==> src/design/gbcs_pkg.sv <==
// ----------------------------------------------------------------------------
// gbcs_pkg
// Shared types and constants for the glyph blit command stream.
// ----------------------------------------------------------------------------
package gbcs_pkg;

    localparam int unsigned BYTE_W = 8;
    localparam int unsigned CFG_IDX_W = 3;
    localparam int unsigned QDEPTH = 2;
    localparam int unsigned QPTR_W = 1;
    localparam int unsigned QCNT_W = 2;

    // tuser bit positions on the result side
    localparam int unsigned TUSER_IS_CMD = 0;
    localparam int unsigned TUSER_DONE = 1;
    localparam int unsigned M_TUSER_W = 2;

    typedef enum logic [CFG_IDX_W-1:0] {
        REG_PAGE_CMD_BASE = 3'd0,
        REG_COL_LOW_CMD_BASE = 3'd1,
        REG_COL_HIGH_CMD_BASE = 3'd2,
        REG_START_PAGE = 3'd3,
        REG_START_COLUMN = 3'd4,
        REG_GLYPH_WIDTH = 3'd5,
        REG_GLYPH_HEIGHT = 3'd6
    } reg_idx_t;

    typedef struct packed {
        logic [BYTE_W-1:0] page_cmd_base;
        logic [BYTE_W-1:0] col_low_cmd_base;
        logic [BYTE_W-1:0] col_high_cmd_base;
        logic [BYTE_W-1:0] start_page;
        logic [BYTE_W-1:0] start_column;
        logic [BYTE_W-1:0] glyph_width;
        logic [BYTE_W-1:0] glyph_height;
    } cfg_t;

    // one classified request: everything the back end needs for eight bytes
    typedef struct packed {
        logic [BYTE_W-1:0] page_cmd;
        logic [BYTE_W-1:0] col_lo_cmd;
        logic [BYTE_W-1:0] col_hi_cmd;
        logic [BYTE_W-1:0] data_hi;
        logic [BYTE_W-1:0] data_lo;
        logic              done;
    } desc_t;

endpackage

==> src/design/gbcs_front.sv <==
// ----------------------------------------------------------------------------
// gbcs_front
// Accepts pixel bytes, steps the glyph counters and builds the command set.
// ----------------------------------------------------------------------------
module gbcs_front (
    input  logic                  aclk,
    input  logic                  aresetn,
    input  gbcs_pkg::cfg_t        cfg,
    input  logic                  s_tvalid,
    output logic                  s_tready,
    input  logic [7:0]            s_tdata,   // [7:0] pixel_byte
    input  logic [0:0]            s_tuser,   // [0] glyph_start
    input  logic                  q_full,
    output logic                  q_push,
    output gbcs_pkg::desc_t       q_desc
);
    import gbcs_pkg::*;

    logic [BYTE_W-1:0] inner_reg, inner_next;
    logic [BYTE_W-1:0] outer_reg, outer_next;
    logic [BYTE_W-1:0] inner_eff, outer_eff;
    logic [BYTE_W-1:0] col, page0;
    logic [BYTE_W:0]   inner_inc, outer_inc;
    logic              wrap_inner, wrap_outer;

    function automatic logic [BYTE_W-1:0] widen(input logic [3:0] nib);
        logic [BYTE_W-1:0] v;
        v = '0;
        if (nib[0]) v = v | 8'hC0;
        if (nib[1]) v = v | 8'h30;
        if (nib[2]) v = v | 8'h0C;
        if (nib[3]) v = v | 8'h03;
        return v;
    endfunction

    assign s_tready = !q_full;
    assign q_push = s_tvalid && !q_full;

    always_comb begin
        inner_eff = s_tuser[0] ? '0 : inner_reg;
        outer_eff = s_tuser[0] ? '0 : outer_reg;
        col = cfg.start_column + outer_eff;
        page0 = cfg.start_page + {inner_eff[BYTE_W-2:0], 1'b0};

        inner_inc = {1'b0, inner_eff} + 9'd1;
        outer_inc = {1'b0, outer_eff} + 9'd1;
        wrap_inner = inner_inc >= {1'b0, cfg.glyph_width};
        wrap_outer = wrap_inner && (outer_inc >= {1'b0, cfg.glyph_height});

        inner_next = wrap_inner ? '0 : inner_inc[BYTE_W-1:0];
        outer_next = outer_eff;
        if (wrap_inner) begin
            outer_next = wrap_outer ? '0 : outer_inc[BYTE_W-1:0];
        end

        q_desc.page_cmd = cfg.page_cmd_base + page0;
        q_desc.col_lo_cmd = cfg.col_low_cmd_base + {4'd0, col[3:0]};
        q_desc.col_hi_cmd = cfg.col_high_cmd_base + {4'd0, col[7:4]};
        q_desc.data_hi = widen(s_tdata[7:4]);
        q_desc.data_lo = widen(s_tdata[3:0]);
        q_desc.done = wrap_outer;
    end

    always_ff @(posedge aclk) begin
        if (!aresetn) begin
            inner_reg <= '0;
            outer_reg <= '0;
        end else if (q_push) begin
            inner_reg <= inner_next;
            outer_reg <= outer_next;
        end
    end

endmodule

==> src/design/gbcs_queue.sv <==
// ----------------------------------------------------------------------------
// gbcs_queue
// Short request queue between the front and back ends.
// ----------------------------------------------------------------------------
module gbcs_queue (
    input  logic            aclk,
    input  logic            aresetn,
    input  logic            push,
    input  gbcs_pkg::desc_t push_desc,
    output logic            full,
    input  logic            pop,
    output logic            empty,
    output gbcs_pkg::desc_t head
);
    import gbcs_pkg::*;

    desc_t             mem_reg [QDEPTH];
    logic [QPTR_W-1:0] wr_ptr_reg, rd_ptr_reg;
    logic [QCNT_W-1:0] count_reg, count_next;

    assign full = count_reg == QCNT_W'(QDEPTH);
    assign empty = count_reg == '0;
    assign head = mem_reg[rd_ptr_reg];

    always_comb begin
        count_next = count_reg;
        if (push && !pop) count_next = count_reg + 1'b1;
        if (pop && !push) count_next = count_reg - 1'b1;
    end

    always_ff @(posedge aclk) begin
        if (push) begin
            mem_reg[wr_ptr_reg] <= push_desc;
        end
    end

    always_ff @(posedge aclk) begin
        if (!aresetn) begin
            wr_ptr_reg <= '0;
            rd_ptr_reg <= '0;
            count_reg <= '0;
        end else begin
            if (push) wr_ptr_reg <= wr_ptr_reg + 1'b1;
            if (pop) rd_ptr_reg <= rd_ptr_reg + 1'b1;
            count_reg <= count_next;
        end
    end

    a_count_bound: assert property (@(posedge aclk) disable iff (!aresetn)
        count_reg <= QCNT_W'(QDEPTH))
        else $error("queue count beyond depth");

    a_no_overflow: assert property (@(posedge aclk) disable iff (!aresetn)
        !(push && full && !pop))
        else $error("push into full queue");

    a_no_underflow: assert property (@(posedge aclk) disable iff (!aresetn)
        !(pop && empty))
        else $error("pop from empty queue");

endmodule

==> src/design/gbcs_back.sv <==
// ----------------------------------------------------------------------------
// gbcs_back
// Sequences the eight display bytes of each queued request into the output
// register.
// ----------------------------------------------------------------------------
module gbcs_back (
    input  logic                             aclk,
    input  logic                             aresetn,
    input  logic                             q_empty,
    input  gbcs_pkg::desc_t                  q_head,
    output logic                             q_pop,
    output logic                             m_tvalid,
    input  logic                             m_tready,
    output logic [7:0]                       m_tdata,  // [7:0] out_byte
    output logic [gbcs_pkg::M_TUSER_W-1:0]   m_tuser,  // [0] is_command, [1] glyph_done
    output logic                             m_tlast
);
    import gbcs_pkg::*;

    localparam logic [1:0] SLOT_PAGE = 2'd0;
    localparam logic [1:0] SLOT_COL_LO = 2'd1;
    localparam logic [1:0] SLOT_COL_HI = 2'd2;
    localparam logic [1:0] SLOT_DATA = 2'd3;

    logic [2:0]           beat_reg;
    logic                 m_tvalid_reg;
    logic [BYTE_W-1:0]    m_tdata_reg, m_tdata_next;
    logic [M_TUSER_W-1:0] m_tuser_reg, m_tuser_next;
    logic                 m_tlast_reg, m_tlast_next;
    logic                 out_free, fire, half;

    assign out_free = !m_tvalid_reg || m_tready;
    assign fire = out_free && !q_empty;
    assign half = beat_reg[2];
    assign q_pop = fire && (beat_reg == 3'd7);

    always_comb begin
        m_tdata_next = q_head.data_lo;
        m_tuser_next[TUSER_IS_CMD] = 1'b1;
        m_tuser_next[TUSER_DONE] = q_head.done;
        m_tlast_next = 1'b0;
        case (beat_reg[1:0])
            SLOT_PAGE: m_tdata_next = q_head.page_cmd + {7'd0, half};
            SLOT_COL_LO: m_tdata_next = q_head.col_lo_cmd;
            SLOT_COL_HI: m_tdata_next = q_head.col_hi_cmd;
            SLOT_DATA: begin
                m_tdata_next = half ? q_head.data_lo : q_head.data_hi;
                m_tuser_next[TUSER_IS_CMD] = 1'b0;
                m_tlast_next = half;
            end
            default: m_tdata_next = q_head.data_lo;
        endcase
    end

    always_ff @(posedge aclk) begin
        if (!aresetn) begin
            beat_reg <= '0;
            m_tvalid_reg <= 1'b0;
        end else begin
            if (fire) begin
                beat_reg <= beat_reg + 1'b1;
                m_tvalid_reg <= 1'b1;
            end else if (m_tready) begin
                m_tvalid_reg <= 1'b0;
            end
        end
    end

    always_ff @(posedge aclk) begin
        if (fire) begin
            m_tdata_reg <= m_tdata_next;
            m_tuser_reg <= m_tuser_next;
            m_tlast_reg <= m_tlast_next;
        end
    end

    assign m_tvalid = m_tvalid_reg;
    assign m_tdata = m_tdata_reg;
    assign m_tuser = m_tuser_reg;
    assign m_tlast = m_tlast_reg;

    a_last_is_data: assert property (@(posedge aclk) disable iff (!aresetn)
        fire && m_tlast_next |-> !m_tuser_next[TUSER_IS_CMD] && q_pop)
        else $error("run end not on final data byte");

    a_pop_restarts: assert property (@(posedge aclk) disable iff (!aresetn)
        q_pop |=> beat_reg == 3'd0)
        else $error("beat counter not realigned after pop");

endmodule

==> src/design/glyph_blit_command_stream.sv <==
// ----------------------------------------------------------------------------
// glyph_blit_command_stream
// Monochrome glyph bytes to a 2bpp display command and data byte stream.
// ----------------------------------------------------------------------------
// A taken request is written into the queue, then its first result byte is registered in the output register.
// Throughput: one result byte per cycle on m_ side while m_tready is high and a request is queued.
// A two-entry queue lets a new request be taken while a run is still output.
// Reset (aresetn low, synchronous): registers return to defaults, counters
// clear, queue and output empty.
module glyph_blit_command_stream (
    input  logic                           aclk,
    input  logic                           aresetn,
    input  logic                           cfg_valid,
    output logic                           cfg_ready,
    input  logic [gbcs_pkg::CFG_IDX_W-1:0] cfg_index,
    input  logic [7:0]                     cfg_data,
    input  logic                           s_tvalid,
    output logic                           s_tready,
    input  logic [7:0]                     s_tdata,   // [7:0] pixel_byte
    input  logic [0:0]                     s_tuser,   // [0] glyph_start
    output logic                           m_tvalid,
    input  logic                           m_tready,
    output logic [7:0]                     m_tdata,   // [7:0] out_byte
    output logic [gbcs_pkg::M_TUSER_W-1:0] m_tuser,   // [0] is_command, [1] glyph_done
    output logic                           m_tlast
);
    import gbcs_pkg::*;

    cfg_t  cfg_reg;
    desc_t push_desc, head;
    logic  push, pop, full, empty;

    assign cfg_ready = 1'b1;

    always_ff @(posedge aclk) begin
        if (!aresetn) begin
            cfg_reg.page_cmd_base <= 8'd96;
            cfg_reg.col_low_cmd_base <= 8'd0;
            cfg_reg.col_high_cmd_base <= 8'd16;
            cfg_reg.start_page <= 8'd0;
            cfg_reg.start_column <= 8'd0;
            cfg_reg.glyph_width <= 8'd1;
            cfg_reg.glyph_height <= 8'd1;
        end else if (cfg_valid) begin
            case (reg_idx_t'(cfg_index))
                REG_PAGE_CMD_BASE: cfg_reg.page_cmd_base <= cfg_data;
                REG_COL_LOW_CMD_BASE: cfg_reg.col_low_cmd_base <= cfg_data;
                REG_COL_HIGH_CMD_BASE: cfg_reg.col_high_cmd_base <= cfg_data;
                REG_START_PAGE: cfg_reg.start_page <= cfg_data;
                REG_START_COLUMN: cfg_reg.start_column <= cfg_data;
                REG_GLYPH_WIDTH: cfg_reg.glyph_width <= cfg_data;
                REG_GLYPH_HEIGHT: cfg_reg.glyph_height <= cfg_data;
                default: ;
            endcase
        end
    end

    gbcs_front u_front (
        .aclk     (aclk),
        .aresetn  (aresetn),
        .cfg      (cfg_reg),
        .s_tvalid (s_tvalid),
        .s_tready (s_tready),
        .s_tdata  (s_tdata),
        .s_tuser  (s_tuser),
        .q_full   (full),
        .q_push   (push),
        .q_desc   (push_desc)
    );

    gbcs_queue u_queue (
        .aclk      (aclk),
        .aresetn   (aresetn),
        .push      (push),
        .push_desc (push_desc),
        .full      (full),
        .pop       (pop),
        .empty     (empty),
        .head      (head)
    );

    gbcs_back u_back (
        .aclk     (aclk),
        .aresetn  (aresetn),
        .q_empty  (empty),
        .q_head   (head),
        .q_pop    (pop),
        .m_tvalid (m_tvalid),
        .m_tready (m_tready),
        .m_tdata  (m_tdata),
        .m_tuser  (m_tuser),
        .m_tlast  (m_tlast)
    );

endmodule
==> config.mk <==
export PLATFORM = sky130hd
export DESIGN_NAME = glyph_blit_command_stream
export DESIGN_NICKNAME = d
export VERILOG_FILES = /design/src/design/gbcs_pkg.sv /design/src/design/gbcs_front.sv /design/src/design/gbcs_queue.sv /design/src/design/gbcs_back.sv /design/src/design/glyph_blit_command_stream.sv
export SDC_FILE = /design/constraint.sdc
export NUM_CORES = 1
export LEC_CHECK = 0
export BUFFER_PORTS_ARGS = -buffer_cell sky130_fd_sc_hd__buf_2
export CORE_AREA = 2 2 150 152
export CTS_CLUSTER_DIAMETER = 50
export DETAILED_ROUTE_END_ITERATION = 10
export DIE_AREA = 0 0 152 154
export HOLD_SLACK_MARGIN = 0.03
export PLACE_DENSITY = 0.58
export SLEW_MARGIN = 20
export SYNTH_ARGS = -nofsm -noshare
export SYNTH_HDL_FRONTEND = slang
export SYNTH_SLANG_ARGS = --single-unit
==> constraint.sdc <==
create_clock -name aclk -period 10.85 [get_ports aclk]
set_input_delay 1.6275 -clock aclk [delete_from_list [all_inputs] [get_ports aclk]]
set_output_delay 1.6275 -clock aclk [all_outputs]
set_load 0.005 [all_outputs]
==> results.sh <==
export IMPL_die_w_um=152
export IMPL_criticalPathCategory="in2reg"
export IMPL_cp_required_ns=11.23
export IMPL_design_area_um2=9180
export IMPL_rows=54
export IMPL_setup_ws_ns=6.14
export IMPL_final_hold_viol_count=0
export IMPL_leakagePower_nw=3.42
export IMPL_antenna_found_initial=0
export IMPL_fin_crit_sh_pct=43.4
export IMPL_drtIter0Drc=419
export IMPL_synth_edff_count=77
export IMPL_antenna_cells=0
export IMPL_combinationalPowerShare_pct=9.9
export IMPL_max_freq_ghz=0.212
export IMPL_max_slew_margin_pct=30.4
export IMPL_hpwl_mm=12.5
export IMPL_status="complete, no violations"
export IMPL_layout_drive_gt1_share_pct=13.6
export IMPL_vias=5481
export IMPL_skew_ns=0.0137
export IMPL_synth_net_count=859
export IMPL_peakVddDrop_v=0.000120
export IMPL_netlist_instances=779
export IMPL_maxSlewViolCount=0
export IMPL_drtAntennaViolNets=0
export IMPL_cts_tree="yes"
export IMPL_crit_path_max_incr_delay_ns=0.46
export IMPL_ys_warn_count=0
export IMPL_dieArea_um2=23400
export IMPL_synth_seq_area_share_pct=48.3
export IMPL_postCtsSetupBuffers=0
export IMPL_final_nets=888
export IMPL_final_setup_tns_ns=0
export IMPL_cts_resized_gates=0
export IMPL_post_place_cells=1069
export IMPL_numCtsBuffers=17
export IMPL_worst_pin_slew_ns=1.04
export IMPL_grtUsageTotal_pct=16.0
export IMPL_critPathArrivalTime_ns=5.09
export IMPL_worstPathMaxFanout=21
export IMPL_synth_avg_cell_area_um2=10.5
export IMPL_instances_no_fill=1101
export IMPL_crit_slowest_cell="nor2b_1"
export IMPL_grt_pass1_vias=5440
export IMPL_clkLatencyLatePin_ns=0.44
export IMPL_coreArea_um2=21700
export IMPL_die_y_um=154
export IMPL_wire_per_inst_um=16.4
export IMPL_endpoint_kind="register"
export IMPL_synth_common_cells="nand2_1 (136), dfxtp_1 (81), edfxtp_1 (77), a21boi_0 (53)"
export IMPL_grt_first_pass_wirelength_mm=29.4
export IMPL_p_int_mw=1.03
export IMPL_setup_violations=0
export IMPL_wirelength_mm=18.1
export IMPL_power_switching_uw=389
export IMPL_fin_util_pct=42.3
export IMPL_hp_class="reg2reg"
export IMPL_syn_cell_area_um2=8150
export IMPL_start_util_pct=37.6
export IMPL_cts_root_buffer="clkbuf_16"
export IMPL_start_kind="input port"
export IMPL_switching_share_pct=27.3
export IMPL_routed_via_density=4.98
export IMPL_place_ws_ns=5.73
export IMPL_rsz0062_at_grt="no"
export IMPL_ios=39
export IMPL_grt_overflow_total=0
export IMPL_place_congestion=0.850
export IMPL_clockBufferDepth=2
export IMPL_path_clk_slew_ns=0.07
export IMPL_drc_errors=0
export IMPL_power_share_sequential_pct=47.7
export IMPL_path_cells="buf_2 -> nor2b_1 -> ha_1 -> nand2_1 -> nor2_1 -> nand3_1 -> xnor2_1 -> ha_1 -> a2111oi_0 -> a21oi_1 -> a41o_1 -> a31oi_4 -> and4_4 -> a22o_2"
export IMPL_dpl_cell_area_um2=8580
export IMPL_synthTopCellsByArea="edfxtp_1 (28%), dfxtp_1 (20%), ha_1 (7.1%), nand2_1 (6.3%), a21boi_0 (4.9%)"
export IMPL_first_pass_iters=4
export IMPL_period_needed_ns=4.71
export IMPL_yosysUniqueCellTypes=63
export IMPL_synth_most_common_cell="nand2_1"
export IMPL_synth_largest_area_cell="edfxtp_1"
export IMPL_p_clk_share_pct=42.4
export IMPL_synth_async_reset_ratio_pct=0
export IMPL_clock_sinks=158
export IMPL_power_density_nw_per_um2=155
export IMPL_maxCapViolCount=0
export IMPL_synthToLayoutAreaGrowth_pct=12.7
export IMPL_cp_common_cell="ha_1"
export IMPL_h_tree_depth=4
export IMPL_fillCellCount=2078
export IMPL_port_buffers=37
export IMPL_grt_max_degree=82
export IMPL_synth_seq_cells=158
export IMPL_hold_buffers=0
export IMPL_largest_register_ffs=66
export IMPL_yosys_most_used_dff="dfxtp_1"
export IMPL_synth_top_area_share_pct=28.4
## power by group through the flow
stage / combinational [mW] / clock (mW) / sequential (mW)
3_5_place_dp: 0.140 / 0 / 0.692
3_3_place_gp: 0.140 / 0 / 0.691
2_1_floorplan: 0.0930 / 0 / 0.689
4_1_cts: 0.142 / 0.617 / 0.678
5_1_grt: 0.156 / 0.641 / 0.682
6_report: 0.141 / 0.603 / 0.678
## worst max-delay path, delay by kind of cell
kind / cells / cell delay [ns]
fa+ha+maj: 2 / 0.59
compound gates: 5 / 1.09
buf+inv: 1 / 0.23
simple gates: 5 / 1.31
xor+xnor: 1 / 0.24
## cell families after synthesis
family                     Yosys count  synth area share (%)
buffers and inverters               78                  3.90
other                                1                0.0460
DFF                                158                  48.3
and+or+nand+nor                    252                  14.4
AOI/OAI and AO/OA                  146                  13.0
xor gates and xnor gates            50                  5.38
muxes                               39                  5.73
adders and majority gates           55                  9.28
## layout by cell type (no fill, tap or decap), types with 4 or more instances in the layout
cell type / synthesis / routed
xor2_1: 15 / 15
nand2_1: 136 / 136
buf_2: 7 / 37
and2_1: 9 / 9
fa_1: 9 / 9
a21oi_1: 16 / 16
a22o_2: 5 / 5
nand3_1: 21 / 21
ha_1: 46 / 46
inv_8: 0 / 10
inv_1: 46 / 46
dfxtp_1: 81 / 81
edfxtp_1: 77 / 77
nor3_1: 5 / 4
mux4_2: 4 / 4
buf_4: 2 / 4
mux2_2: 21 / 21
o221ai_1: 4 / 4
nor2_1: 22 / 21
and3_1: 4 / 4
a22oi_1: 14 / 14
a21o_1: 7 / 7
nand4_1: 5 / 5
clkbuf_16: 0 / 17
a21boi_0: 53 / 53
nand2b_1: 7 / 7
o21ai_0: 17 / 17
mux2i_1: 14 / 14
a31oi_1: 6 / 6
nor2b_1: 32 / 32
xnor2_1: 35 / 35
## path summary, 6_finish.rpt
path                   startpoint                    to  slack (ns)  cells past startpoint
min                    cfg_reg[9]            cfg_reg[9]        0.46                      2
max                       s_tuser  u_front.outer_reg[7]        6.14                     14
min reg2reg            cfg_reg[9]            cfg_reg[9]        0.46                      2
max reg2reg  u_front.outer_reg[1]  u_front.outer_reg[7]        7.18                     13
## stage by stage
step	hold slack (ns)	power, mW
detailed placement	0.460	0.832
floorplan	0.435	0.782
finish	0.463	1.42
global placement	0.443	0.831
global route	0.484	1.48
CTS	0.469	1.44
## layout make-up
class | instances | area (um2) | area share, %
Clock buffer | 17 | 425 | 4.63
Clock inverter | 15 | 171 | 1.87
Inverter | 47 | 176 | 1.92
Multi-Input combinational cell | 543 | 3910 | 42.6
Sequential cell | 158 | 3930 | 42.9
Tap cell | 280 | 350 | 3.82
Timing Repair Buffer | 41 | 215 | 2.34
## routing by layer
layer / wire (um) / global-route usage (%) / share of wire (%)
met5: 0 / 0 / 0
met4: 135 / 4.01 / 0.75
met3: 719 / 3.41 / 4.0
met2: 8150 / 25.1 / 45
met1: 9090 / 22.5 / 50
Power figures use the tool's default switching activity.
